==> src/sv/phase_vocoder_bin_frequency_top_macros.svh <==
// assertion macros for the bin frequency block
// used by the top level; no other dependencies
`ifndef PHASE_VOCODER_BIN_FREQUENCY_TOP_MACROS_SVH
`define PHASE_VOCODER_BIN_FREQUENCY_TOP_MACROS_SVH
`ifndef NO_ASSERTIONS
`define PVBF_NEVER(lbl, cond) \
  lbl: assert property (@(posedge clk) disable iff (rst) !(cond)) \
    else $error("assertion failed");
`define PVBF_IMPLY(lbl, ante, cons) \
  lbl: assert property (@(posedge clk) disable iff (rst) (ante) |-> (cons)) \
    else $error("assertion failed");
`else
`define PVBF_NEVER(lbl, cond)
`define PVBF_IMPLY(lbl, ante, cons)
`endif
`endif

==> src/sv/pvbf_fifo.sv <==
// small register fifo, power of two depth
// no dependencies
module pvbf_fifo #(
  parameter int WIDTH = 8,
  parameter int DEPTH = 4
) (
  input  logic             clk,
  input  logic             rst,
  input  logic             wr,
  input  logic [WIDTH-1:0] wdata,
  output logic             full,
  input  logic             rd,
  output logic [WIDTH-1:0] rdata,
  output logic             empty
);

  localparam int AW = $clog2(DEPTH);

  logic [WIDTH-1:0] mem [DEPTH];
  logic [AW-1:0] wptr;
  logic [AW-1:0] rptr;
  logic [AW:0] count;
  logic do_wr;
  logic do_rd;

  assign full = count == (AW+1)'(DEPTH);
  assign empty = count == '0;
  assign do_wr = wr && !full;
  assign do_rd = rd && !empty;
  assign rdata = mem[rptr];

  always_ff @(posedge clk) begin
    if (do_wr) begin
      mem[wptr] <= wdata;
    end
  end

  always_ff @(posedge clk) begin
    if (rst) begin
      wptr <= '0;
      rptr <= '0;
      count <= '0;
    end else begin
      if (do_wr) begin
        wptr <= wptr + 1'b1;
      end
      if (do_rd) begin
        rptr <= rptr + 1'b1;
      end
      case ({do_wr, do_rd})
        2'b10: count <= count + 1'b1;
        2'b01: count <= count - 1'b1;
        default: count <= count;
      endcase
    end
  end

endmodule

==> config.mk <==
export PLATFORM = sky130hd
export DESIGN_NAME = pvbf_fifo
export DESIGN_NICKNAME = d
export VERILOG_FILES = /design/src/sv/phase_vocoder_bin_frequency_top_macros.svh /design/src/sv/pvbf_fifo.sv
export SDC_FILE = /design/constraint.sdc
export NUM_CORES = 1
export LEC_CHECK = 0
export BUFFER_PORTS_ARGS = -buffer_cell sky130_fd_sc_hd__clkbuf_2
export CAP_MARGIN = 25
export CORE_ASPECT_RATIO = 1.2
export CORE_MARGIN = 2
export CORE_UTILIZATION = 59
export CTS_BUF_LIST = sky130_fd_sc_hd__clkbuf_16
export DETAILED_ROUTE_END_ITERATION = 8
export PLACE_DENSITY_LB_ADDON = 0.25
export SLEW_MARGIN = 20
export SYNTH_ARGS = -nofsm -noshare
export SYNTH_HDL_FRONTEND = slang
export SYNTH_SLANG_ARGS = --single-unit
==> constraint.sdc <==
create_clock -name clk -period 5.2 [get_ports clk]
set_clock_uncertainty 0.2 [all_clocks]
set_input_delay 1.04 -clock clk [delete_from_list [all_inputs] [get_ports clk]]
set_output_delay 1.04 -clock clk [all_outputs]
set_load 0.01 [all_outputs]
==> key figures <==
Status
  – Status: complete, no violations

Global route
  – First-pass GRT wire length: 4220 µm
  – Largest net degree at the start of global routing: 13
  – GR Overflow Total: 0
  – Initial antenna violation count: 0
  – Global-route usage over all layers: 19.8%
  – Vias in the first global route: 872

Final layout
  – Area grow syn2layout: 17.8%
  – Diodes inserted: 0
  – Share of layout cells above drive strength 1: 31.1%
  – Commonest non-fill, non-tap cell in the layout: edfxtp_1
  – Fin area: 0.00193 mm²
  – Nets@finish: 139
  – Commonest non-fill, non-tap cells in the layout: edfxtp_1 (32), clkbuf_2 (21), inv_1 (9), dfxtp_1 (9), mux4_2 (8)
  – Fin util: 74.8%
  – Non-filler instance count after layout: 155
  – Fillers: 155

Floorplanning
  – Top Ports: 22
  – Die W: 52.1 µm
  – Die Area: 0.00321 mm²
  – Starting Density: 63.4%
  – Core area: 0.00258 mm²
  – Row cnt: 20
  – Die height: 61.7 µm

Flow run
  – Max Cap Viol: 0

CTS
  – Clk root buf: clkbuf_16
  – CTS Buffer Depth: 2
  – Worst-skew pair later-pin latency: 0.28 ns
  – CTS tree: built
  – Post-CTS Hold Buffers: 0
  – H-tree Lvls: 2
  – Clock slew at reported path FFs: 0.05 ns
  – CTS buffer count: 5
  – Post-CTS sizing: 0
  – Post-CTS setup buffer count: 0
  – CTS Sinks: 41

STA
  – Tmin final: 2.93 ns
  – Post-route setup TNS: 0 ns
  – Fmax: 341 MHz
  – Setup repair after global routing missed its margin: no
  – Fin crit share: 56.3%
  – Final Hold Viols: 0
  – Worst-margin pin slew: 0.562 ns
  – Slew Limit Headroom: 62.5%
  – Final setup fails: 0
  – Final hold slack: 0.293 ns
  – Final Max Slew Viols: 0

Hold path
  – Hold Path Class: reg2reg
  – Hold path cells: 2
  – HP Start: rptr[1]$_SDFFE_PP0P_

Routing
  – Drt drc: 0
  – TritonRoute pass-1 iters: 4
  – Final wirelength: 2600 µm
  – Vias/cell: 5.58
  – Initial drt markers: 16
  – Routed WL per cell: 16.7 µm
  – Post-DRT Antenna Nets: 0
  – Via count: 865

Pwr
  – Power per standard cell area: 500 mW/mm²
  – IR drop worst, VDD: 0.440 mV
  – Leakage: 0.715 nW

Place
  – HPWL after DPL: 1720 µm
  – Inst Count DP: 147
  – PortBufs: 21
  – Gpl congestion: 0.666
  – Placed cell areas: 0.00177 mm²

Setup path
  – Critical Path AT: 1.69 ns
  – CP startpoint kind: flip-flop
  – Worst Path Required: 3.96 ns
  – Setup slack, reg-to-reg: 2.69 ns
  – Crit. End Element: output port
  – Reg2reg start: count[2]$_SDFFE_PP0P_
  – Worst Path Max Fanout: 8
  – Critical setup path kind: reg2out
  – RR Endpoint: count[2]$_SDFFE_PP0P_
  – Reg2reg path depth: 9

Logic synthesis
  – Post-synthesis register bit count: 41
  – Syn avg cell area: 17.0 µm²
  – Cell area after synthesis: 0.00164 mm²
  – Post-synthesis cell count: 96
  – Warnings from Yosys: 0
  – Post-synth cell types: 20
  – Seq/Total Area, Yosys: 69.8%
  – Post-Syn Nets: 114
## cell usage after synthesis
cell / instances / share of area [%]
nor2_1: 6 / 1.4
mux4_2: 8 / 11
nor3b_2: 1 / 0.76
edfxtp_1: 32 / 59
a21oi_1: 4 / 1.2
dfxtp_1: 9 / 11
o31ai_2: 1 / 0.76
nor3_2: 1 / 0.61
buf_1: 2 / 0.46
inv_1: 8 / 1.8
nand2b_1: 2 / 0.76
mux2i_1: 1 / 0.61
and2_1: 4 / 1.5
ha_1: 5 / 3.8
nand2_1: 1 / 0.23
o21ai_0: 3 / 0.92
xor2_1: 3 / 1.6
buf_2: 1 / 0.31
fa_1: 1 / 1.2
or3_1: 3 / 1.1
## through the flow
| step | setup WS [ns] | power, W |
|---|---|---|
| 6_report | 2.27 | 0.000963 |
| 5_1_grt | 2.16 | 0.00101 |
| 4_1_cts | 2.22 | 0.000971 |
| 3_5_place_dp | 2.28 | 0.000654 |
| 3_3_place_gp | 2.42 | 0.000645 |
| 2_1_floorplan | 2.54 | 0.000586 |
## metal layers
metal	wire length, µm	up-vias	GRT usage (%)
met5	0	-	0
met4	38	0	9.02
met3	113	3	6.55
met2	1430	22	34.7
met1	1010	435	22.1
li1	-	405	-
## worst max-delay path by stage
stage / from / slack (ns) / end
2_1_floorplan: wr / 2.54 / count[2]$_SDFFE_PP0P_
3_3_place_gp: wr / 2.42 / count[2]$_SDFFE_PP0P_
3_5_place_dp: wr / 2.28 / count[2]$_SDFFE_PP0P_
4_1_cts: flip-flop / 2.22 / rdata[4]
5_1_grt: flip-flop / 2.16 / rdata[4]
6_report: flip-flop / 2.27 / rdata[4]
## cells by family (layout without fill, tap and decap cells)
| kind of cell | count (synthesis) | count (layout) | share of synthesized area [%] |
|---|---|---|---|
| fa+ha+maj | 6 | 6 | 5.05 |
| buf+inv | 11 | 37 | 2.60 |
| xor+xnor | 3 | 3 | 1.61 |
| compound gates | 8 | 8 | 2.91 |
| flops | 41 | 41 | 69.8 |
| mux | 9 | 9 | 11.6 |
| simple gates | 18 | 18 | 6.43 |
## power breakdown
| part | switching, W | internal [W] |
|---|---|---|
| clock | 0.000112 | 0.000203 |
| combinational | 0.0000983 | 0.000106 |
| sequential | 0.0000460 | 0.000397 |
## critical path, cell delays in order, from the launching register on
cell      delay [ns]
dfxtp_1         0.67
mux4_2          0.59
clkbuf_2        0.14
## final cells by class
type	instances	area, µm²	share of cell area [%]
clock inverters	2	7.51	0.390
flip-flops and latches	41	1140	59.2
clock buffers	6	150	7.79
repair buffers	21	105	5.45
well taps	33	41.3	2.14
multi-input cells	44	452	23.4
inverters	8	30.0	1.56
## registers in the layout, indices dropped and copies added, names as in the netlist, named ones only
signal	cells
mem	32
wptr	2
rptr	2
count	3
Note: power is estimated with default switching activity, not from simulation.
