<file path="config.mk">
export PLATFORM = sky130hd
export DESIGN_NAME = pvbf_front
export DESIGN_NICKNAME = d
export VERILOG_FILES = /design/src/sv/phase_vocoder_bin_frequency_top_macros.svh /design/src/sv/pvbf_pkg.sv /design/src/sv/pvbf_fifo.sv /design/src/sv/pvbf_front.sv
export SDC_FILE = /design/constraint.sdc
export NUM_CORES = 1
export LEC_CHECK = 0
export BUFFER_PORTS_ARGS = -buffer_cell sky130_fd_sc_hd__buf_4
export CAP_MARGIN = 30
export CORE_ASPECT_RATIO = 2
export CORE_MARGIN = 5
export CORE_UTILIZATION = 50
export DETAILED_ROUTE_END_ITERATION = 8
export HOLD_SLACK_MARGIN = 0.12
export PLACE_DENSITY = 0.67
export SYNTH_ARGS = -nofsm -noshare
export SYNTH_HDL_FRONTEND = slang
export SYNTH_SLANG_ARGS = --single-unit
</file>
<file path="constraint.sdc">
create_clock -name clk -period 7 [get_ports clk]
set_input_delay 0.7 -clock clk [delete_from_list [all_inputs] [get_ports clk]]
set_output_delay 0.7 -clock clk [all_outputs]
set_load 0.02 [all_outputs]
</file>
<file path="src/sv/phase_vocoder_bin_frequency_top_macros.svh">
// assertion macros for the bin frequency block
// used by the top level; no other dependencies
`ifndef PHASE_VOCODER_BIN_FREQUENCY_TOP_MACROS_SVH
`define PHASE_VOCODER_BIN_FREQUENCY_TOP_MACROS_SVH
`ifndef NO_ASSERTIONS
`define PVBF_NEVER(lbl, cond) \
  lbl: assert property (@(posedge clk) disable iff (rst) !(cond)) \
    else $error("assertion failed");
`define PVBF_IMPLY(lbl, ante, cons) \
  lbl: assert property (@(posedge clk) disable iff (rst) (ante) |-> (cons)) \
    else $error("assertion failed");
`else
`define PVBF_NEVER(lbl, cond)
`define PVBF_IMPLY(lbl, ante, cons)
`endif
`endif

</file>
<file path="src/sv/pvbf_pkg.sv">
// shared types, register codes and the cordic angle table
// no dependencies
package pvbf_pkg;

  localparam int CORDIC_STEPS = 24;
  localparam int STEPS_PER_STAGE = 3;
  localparam int ITER_STAGES = CORDIC_STEPS / STEPS_PER_STAGE;

  localparam logic [1:0] CFG_PHASE_ADVANCE = 2'd0;
  localparam logic [1:0] CFG_OVERLAP = 2'd1;
  localparam logic [1:0] CFG_BIN_WIDTH = 2'd2;

  localparam logic [15:0] RESET_PHASE_ADVANCE = 16'd16384;
  localparam logic [15:0] RESET_OVERLAP = 16'd1024;
  localparam logic [23:0] RESET_BIN_WIDTH = 24'd2757;

  typedef struct packed {
    logic signed [23:0] bin_real;
    logic signed [23:0] bin_imag;
    logic [11:0] bin_index;
    logic channel_start;
  } item_t;

  typedef struct packed {
    logic [23:0] magnitude;
    logic signed [39:0] frequency;
  } result_t;

  typedef struct packed {
    logic signed [23:0] re;
    logic signed [23:0] im;
    logic [11:0] bin;
    logic in_range;
    logic use_prev;
  } issue_t;

  typedef struct packed {
    logic [15:0] phase_advance;
    logic [15:0] overlap;
    logic [23:0] bin_width;
  } cfg_t;

  function automatic logic [31:0] atan_turns(input logic [4:0] i);
    logic [31:0] v;
    case (i)
      5'd0: v = 32'd536870912;
      5'd1: v = 32'd316933406;
      5'd2: v = 32'd167458907;
      5'd3: v = 32'd85004756;
      5'd4: v = 32'd42667331;
      5'd5: v = 32'd21354465;
      5'd6: v = 32'd10679838;
      5'd7: v = 32'd5340245;
      5'd8: v = 32'd2670163;
      5'd9: v = 32'd1335087;
      5'd10: v = 32'd667544;
      5'd11: v = 32'd333772;
      5'd12: v = 32'd166886;
      5'd13: v = 32'd83443;
      5'd14: v = 32'd41722;
      5'd15: v = 32'd20861;
      5'd16: v = 32'd10430;
      5'd17: v = 32'd5215;
      5'd18: v = 32'd2608;
      5'd19: v = 32'd1304;
      5'd20: v = 32'd652;
      5'd21: v = 32'd326;
      5'd22: v = 32'd163;
      5'd23: v = 32'd81;
      default: v = 32'd0;
    endcase
    return v;
  endfunction

endpackage

</file>
<file path="src/sv/pvbf_fifo.sv">
// small register fifo, power of two depth
// no dependencies
module pvbf_fifo #(
  parameter int WIDTH = 8,
  parameter int DEPTH = 4
) (
  input  logic             clk,
  input  logic             rst,
  input  logic             wr,
  input  logic [WIDTH-1:0] wdata,
  output logic             full,
  input  logic             rd,
  output logic [WIDTH-1:0] rdata,
  output logic             empty
);

  localparam int AW = $clog2(DEPTH);

  logic [WIDTH-1:0] mem [DEPTH];
  logic [AW-1:0] wptr;
  logic [AW-1:0] rptr;
  logic [AW:0] count;
  logic do_wr;
  logic do_rd;

  assign full = count == (AW+1)'(DEPTH);
  assign empty = count == '0;
  assign do_wr = wr && !full;
  assign do_rd = rd && !empty;
  assign rdata = mem[rptr];

  always_ff @(posedge clk) begin
    if (do_wr) begin
      mem[wptr] <= wdata;
    end
  end

  always_ff @(posedge clk) begin
    if (rst) begin
      wptr <= '0;
      rptr <= '0;
      count <= '0;
    end else begin
      if (do_wr) begin
        wptr <= wptr + 1'b1;
      end
      if (do_rd) begin
        rptr <= rptr + 1'b1;
      end
      case ({do_wr, do_rd})
        2'b10: count <= count + 1'b1;
        2'b01: count <= count - 1'b1;
        default: count <= count;
      endcase
    end
  end

endmodule

</file>
<file path="src/sv/pvbf_front.sv">
// front end: input queue and per-bin classification
// depends on pvbf_pkg and pvbf_fifo
module pvbf_front #(
  parameter int DFT_SIZE_MAX = 4096
) (
  input  logic             clk,
  input  logic             rst,
  input  logic             push,
  input  pvbf_pkg::item_t  item,
  output logic             full,
  input  logic             take,
  output logic             avail,
  output pvbf_pkg::issue_t issue
);

  localparam int NUM_BINS = DFT_SIZE_MAX / 2 + 1;

  pvbf_pkg::item_t head;
  logic empty;

  pvbf_fifo #(
    .WIDTH($bits(pvbf_pkg::item_t)),
    .DEPTH(4)
  ) u_queue (
    .clk(clk),
    .rst(rst),
    .wr(push),
    .wdata(item),
    .full(full),
    .rd(take),
    .rdata(head),
    .empty(empty)
  );

  assign avail = !empty;

  always_comb begin
    issue.re = head.bin_real;
    issue.im = head.bin_imag;
    issue.bin = head.bin_index;
    issue.in_range = {20'd0, head.bin_index} < 32'(NUM_BINS);
    issue.use_prev = issue.in_range && !head.channel_start;
  end

endmodule

</file>
==> impl_metrics.env, run 1 <==
export IMPL_outcome="completed"
export IMPL_report_power_total_mw=4.06
export IMPL_synthesis_area_um2=9320
export IMPL_worst_ep_arrival_time_ns=3.72
export IMPL_cp_max_fo=38
export IMPL_postSynthRegisterBits=253
export IMPL_drt_wirelength_per_cell_um=22.8
export IMPL_worstHoldPathCells=1
export IMPL_path_delay_family="flip-flops"
export IMPL_cap_violations=0
export IMPL_grt_pass1_vias=4748
export IMPL_hold_start="item[31]"
export IMPL_globalRouteOverflowTotal=0
export IMPL_crit_slowest_cell="dfxtp_4"
export IMPL_clk_pin_slew_worst_paths_ns=0.07
export IMPL_synth_top_cells_by_area="edfxtp_1 (79%), mux4_2 (14%), dfxtp_1 (1.9%)"
export IMPL_die_height_um=203
export IMPL_htree_num_levels=1
export IMPL_synth_edff_count=244
export IMPL_crit_path_frequent_cell="buf_4"
export IMPL_cp_data_required_time_ns=6.30
export IMPL_wl_um=17100
export IMPL_syn_area_per_cell_um2=24.5
export IMPL_irDropWorstVdd_mv=0.284
export IMPL_yosysWarnings=0
export IMPL_grt_first_pass_wirelength_um=26400
export IMPL_post_synth_top_area_cell="edfxtp_1"
export IMPL_synthesis_nets=451
export IMPL_grt_start_max_net_pins=62
export IMPL_r2r_end="u_queue.count[2]$_SDFFE_PP0P_"
export IMPL_critical_path_max_stage_delay_ns=0.85
export IMPL_worst_r2r_setup_slack_ns=4.53
export IMPL_synth_cell_type_count=27
export IMPL_synth_top_area_share_pct=78.6
export IMPL_start_kind="register"
export IMPL_timing_setup_tns_ns=0
export IMPL_timing_critical_path_cells="buf_4 -> mux4_2 -> or4_1 -> o31ai_1 -> buf_4"
export IMPL_rsz_0062_raised_after_global_routing="false"
export IMPL_num_antenna_cells=0
export IMPL_asyncSetResetFlopFracSynth_pct=0
export IMPL_numCtsBuffers=21
export IMPL_timing_setup_critical_path_class="reg -> out"
export IMPL_initial_core_util_pct=50.9
export IMPL_hp_class="in -> reg"
export IMPL_post_synth_inst_count=380
export IMPL_setup_viol=0
export IMPL_clock_sink_count=253
export IMPL_post_cts_repair_setup_buffers=0
export IMPL_core_region_area_um2=18300
export IMPL_ctsRootBufferMaster="clkbuf_16"
export IMPL_die_area_um2=21600
export IMPL_final_setup_skew_ns=0.00706
export IMPL_holdBufCountCts=0
export IMPL_crit_reg2reg_launch="u_queue.count[2]$_SDFFE_PP0P_"
export IMPL_timing_reg2reg_worst_path_depth=10
export IMPL_viasPerCell=5.54
export IMPL_final_period_utilization_pct=63.2
export IMPL_grtUsageTotal_pct=16.1
export IMPL_post_synth_top_count_cell="edfxtp_1"
export IMPL_placement_io_buffers=128
export IMPL_slew_headroom_pct=37.6
export IMPL_power_per_cell_area_nw_per_um2=365
export IMPL_dr_total_vias=4153
export IMPL_antenna_found_initial=0
export IMPL_firstDrtPassIters=4
export IMPL_yosys_top_cells_count="edfxtp_1 (244), mux4_2 (58), dfxtp_1 (9)"
export IMPL_hold_viol=0
export IMPL_yosysSeqAreaShare_pct=80.5
export IMPL_synth_flop_cell="edfxtp_1"
export IMPL_clock_insertion_delay_worst_skew_ns=0.49
export IMPL_fmax_ghz=0.226
export IMPL_hpwlAfterDp_um=10400
export IMPL_cts_tree="yes"
export IMPL_critical_path_end_type="output port"
export IMPL_final_antenna_net_count=0
export IMPL_place_congestion=0.701
export IMPL_detail_route_drc_violations=0
export IMPL_post_layout_min_period_ns=4.42
export IMPL_floorplan_die_width_um=107
export IMPL_drtIter0Drc=231
export IMPL_number_of_max_slew_violations_in_the_final_report=0
export IMPL_postCtsResizedCells=0
export IMPL_layout_drive_gt1_share_pct=43.2
export IMPL_hold_end="u_queue.mem[3][31]$_DFFE_PP_"
export IMPL_core_rowCount=70
export IMPL_power_static_leakage_nw=3.75
export IMPL_layout_net_count=592
export IMPL_cts_max_path_bufs=3
export IMPL_io_pins=129
export IMPL_worst_slew_pin_transition_ns=0.937
export IMPL_syn2layout_area_growth_pct=19.6
export IMPL_path_buf_inv=2
## how the worst max path moves through the flow
stage,start,to,slack [ns],depth (start not counted)
detailed placement,register,issue[1],2.99,5
global route,register,issue[0],2.32,5
finish,register,issue[0],2.58,5
global placement,register,issue[0],3.01,5
floorplan,register,issue[0],4.00,4
CTS,register,issue[1],2.46,5
## worst register-to-register path: stages (launching register included)
cell,delay [ns]
dfxtp_1,0.40
or3b_2,0.54
inv_1,0.13
nor2_1,0.05
inv_1,0.05
ha_1,0.18
inv_1,0.07
fa_1,0.38
xor2_1,0.15
or3_1,0.30
a21oi_1,0.14
## state kept, by name, indices dropped and copies added, names as in the netlist, named ones only
name,count
u_queue.count,3
u_queue.wptr,2
u_queue.mem,244
u_queue.rptr,2
## cell families after synthesis
group	Yosys count	share of synthesized area, %
muxes	61	14.9
and+or+nand+nor	21	1.30
DFF	253	80.5
xor gates and xnor gates	4	0.376
buffers and inverters	24	1.32
AOI/OAI and AO/OA	11	0.725
adders and majority gates	6	0.886
## placed cells by master, fill, tap and decap left out, drive strengths merged
master    synthesis  final
o21ai             3      3
buf              11    134
or4               3      3
mux4             61     61
xor2              3      3
clkbuf            5     23
ha                5      5
a21oi             4      4
or2               1      1
fa                1      1
nand3             2      2
xnor2             1      1
nor2              7      7
o31a              1      1
o31ai             2      2
inv               8      9
clkinvlp          0      2
and3              4      4
edfxtp          244    244
bufinv            0      1
dfxtp             9      9
clkinv            0      8
or3b              1      1
or3               3      3
o311ai            1      1
## through the flow
step                      area (um2)  setup slack, ns  hold WS (ns)  utilization [%]  std cells
after floorplan                 9320             4.00         0.484                -        380
after global placement         10500             3.01         0.490             57.4        714
after detailed placement       10500             2.99         0.527             57.4        714
after CTS                      11100             2.46         0.390             60.9        749
after global routing           11100             2.32         0.388             60.9        749
final                          11100             2.58         0.405             60.9        749
## per-layer routing
metal / up-vias / wire length, um / GRT usage (%) / part of all wire (%)
met5: - / 0 / 0 / 0
met4: 0 / 375 / 4.62 / 2.2
met3: 25 / 1030 / 3.53 / 6.0
met2: 116 / 9480 / 29.2 / 56
met1: 2131 / 6180 / 19.3 / 36
li1: 1881 / - / - / -
## where the power goes
| part | internal (mW) | switching [mW] |
|---|---|---|
| clock network | 0.596 | 0.494 |
| logic | 0.521 | 0.540 |
| registers | 1.81 | 0.104 |
## cell type report
| type | instances | area (um2) |
|---|---|---|
| clock buffer | 23 | 543 |
| fill | 1293 | 7160 |
| inverter | 8 | 30.0 |
| tap | 216 | 270 |
| timing repair buffer | 134 | 1010 |
| clock inverter | 12 | 87.6 |
| multi-input combinational | 103 | 1700 |
| sequential | 253 | 7510 |
(Power assumes the default switching activity.)
==> run 2, diff against run 1 <==
clock period = 4.4 ns   (was 7 ns; I/O delays follow)
==> run 2 against run 1 <==
Compared with the run above: clock power increased by 59%; global-route usage increased by 0.28 points; worst hold slack got worse by 0.26 ns; final area increased by 0.24%; critical path type unchanged; via count increased by 1.5%; sequential share of layout area decreased by 0.16 points; critical path depth decreased by 1; combinational power increased by 62%; first-iteration DRC count decreased by 12%; highest routed layer unchanged; non-clock buffer count increased by 2; die area unchanged; sequential cell count unchanged.
==> impl_metrics.env, run 2 (synthesis results as in run 1) <==
export IMPL_outcome="completed"
export IMPL_fmax_ghz=0.280
export IMPL_postCtsResizedCells=0
export IMPL_wl_um=17400
export IMPL_final_period_utilization_pct=81.2
export IMPL_power_static_leakage_nw=3.77
export IMPL_total_area_of_multi_input_combinational_cells_um2=1700
export IMPL_critical_path_end_type="output port"
export IMPL_numCtsBuffers=20
export IMPL_path_buf_inv=1
export IMPL_power_frac_clock_pct=26.8
export IMPL_comb_power_share_pct=26.5
export IMPL_timing_setup_critical_path_class="reg -> out"
export IMPL_htree_num_levels=1
export IMPL_switching_power_mw=1.80
export IMPL_viasPerCell=5.60
export IMPL_worst_r2r_setup_slack_ns=1.86
export IMPL_clock_insertion_delay_worst_skew_ns=0.49
export IMPL_grt_first_pass_wirelength_um=26900
export IMPL_final_antenna_net_count=0
export IMPL_drtIter0Drc=204
export IMPL_timing_reg2reg_worst_path_depth=10
export IMPL_critical_path_max_stage_delay_ns=0.78
export IMPL_post_cts_repair_setup_buffers=0
export IMPL_post_place_ws_ns=1.26
export IMPL_detail_route_drc_violations=0
export IMPL_die_height_um=203
export IMPL_layout_drive_gt1_share_pct=43.1
export IMPL_cp_data_required_time_ns=3.96
export IMPL_placement_io_buffers=128
export IMPL_core_region_area_um2=18300
export IMPL_worstHoldPathCells=1
export IMPL_holdBufCountCts=0
export IMPL_irDropWorstVdd_mv=0.402
export IMPL_crit_reg2reg_launch="u_queue.count[2]$_SDFFE_PP0P_"
export IMPL_setup_viol=0
export IMPL_p_int_mw=4.68
export IMPL_final_core_util_pct=61.0
export IMPL_cap_violations=0
export IMPL_antenna_found_initial=1
export IMPL_grt_start_max_net_pins=62
export IMPL_worst_ep_arrival_time_ns=3.13
export IMPL_worst_case_setup_margin_in_the_final_layout_ns=0.826
export IMPL_dp_cells=716
export IMPL_cp_max_fo=34
export IMPL_clk_pin_slew_worst_paths_ns=0.07
export IMPL_ctsRootBufferMaster="clkbuf_16"
export IMPL_dr_total_vias=4216
export IMPL_r2r_end="u_queue.count[2]$_SDFFE_PP0P_"
export IMPL_cts_tree="yes"
export IMPL_detailed_place_area_um2=10500
export IMPL_initial_core_util_pct=50.9
export IMPL_globalRouteOverflowTotal=0
export IMPL_final_common_cell="edfxtp_1"
export IMPL_floorplan_die_width_um=107
export IMPL_sequential_cell_area_um2=7510
export IMPL_firstDrtPassIters=4
export IMPL_grtUsageTotal_pct=16.4
export IMPL_cts_max_path_bufs=3
export IMPL_fillerInstances=1285
export IMPL_hold_end="u_queue.mem[3][19]$_DFFE_PP_"
export IMPL_timing_setup_tns_ns=0
export IMPL_largest_register_ff_count=244
export IMPL_post_layout_min_period_ns=3.57
export IMPL_slew_headroom_pct=39.0
export IMPL_die_area_um2=21600
export IMPL_seq_power_share_pct=46.7
export IMPL_timing_critical_path_cells="mux4_2 -> or4_1 -> o31ai_1 -> buf_4"
export IMPL_largest_register="u_queue.mem"
export IMPL_power_per_cell_area_nw_per_um2=580
export IMPL_hold_viol=0
export IMPL_reg_largest_list="u_queue.mem (244), u_queue.count (3)"
export IMPL_layout_net_count=593
export IMPL_clock_sink_count=253
export IMPL_most_frequent_cells_in_the_layout="edfxtp_1 (244), buf_4 (136), mux4_2 (58)"
export IMPL_start_kind="register"
export IMPL_syn2layout_area_growth_pct=19.9
export IMPL_hold_start="item[19]"
export IMPL_number_of_max_slew_violations_in_the_final_report=0
export IMPL_report_power_total_mw=6.48
export IMPL_path_delay_family="flip-flops"
export IMPL_rsz_0062_raised_after_global_routing="false"
export IMPL_hp_class="in -> reg"
export IMPL_final_setup_skew_ns=0.00737
export IMPL_finalInstanceArea_um2=11200
export IMPL_layout_cells_non_filler=753
export IMPL_place_congestion=0.724
export IMPL_core_rowCount=70
export IMPL_grt_pass1_vias=4610
export IMPL_netSwitchingFraction_pct=27.8
export IMPL_hpwlAfterDp_um=10900
export IMPL_worst_slew_pin_transition_ns=0.915
export IMPL_fin_worst_hold_slack_ns=0.149
export IMPL_io_pins=129
export IMPL_crit_slowest_cell="dfxtp_4"
export IMPL_drt_wirelength_per_cell_um=23.1
run 2: cell types whose count changed in the layout (fill, tap and decap cells not counted), sizes merged:
| cell | delta |
|---|---|
| inv | -1 |
| clkinvlp | -2 |
| clkbuf | +9 |
| clkinv | -4 |
| diode | +1 |
| bufinv | -1 |
| buf | +2 |
run 2: worst max-delay path by stage:
| stage | from | slack [ns] | endpoint | cells after the start |
|---|---|---|---|---|
| finish | register | 0.83 | issue[0] | 4 |
| global route | register | 0.64 | issue[0] | 4 |
| CTS | register | 0.74 | issue[0] | 4 |
| detailed placement | register | 1.26 | issue[0] | 4 |
| global placement | register | 1.30 | issue[0] | 4 |
| floorplan | register | 1.66 | issue[0] | 4 |
run 2: metal layers:
layer,GRT usage [%],routed length [um],vias up
li1,-,-,1892
met1,19.7,6170,2181
met2,28.9,9570,120
met3,4.58,1270,23
met4,4.76,372,0
met5,0,0,-
run 2: cell type report:
type	instances	area share, %
Tap cell	216	2.42
Antenna cell	1	0.0224
Inverter	8	0.269
Multi-Input combinational cell	103	15.2
Clock inverter	4	0.179
Clock buffer	32	5.54
Sequential cell	253	67.2
Timing Repair Buffer	136	9.14
run 2: power by group through the flow:
stage / clock network, mW / registers (mW) / logic [mW]
after floorplan: 0 / 2.97 / 1.19
after global placement: 0 / 3.07 / 1.73
after detailed placement: 0 / 3.10 / 1.76
after CTS: 1.79 / 3.04 / 1.76
after global routing: 1.89 / 3.06 / 1.84
final: 1.73 / 3.03 / 1.72
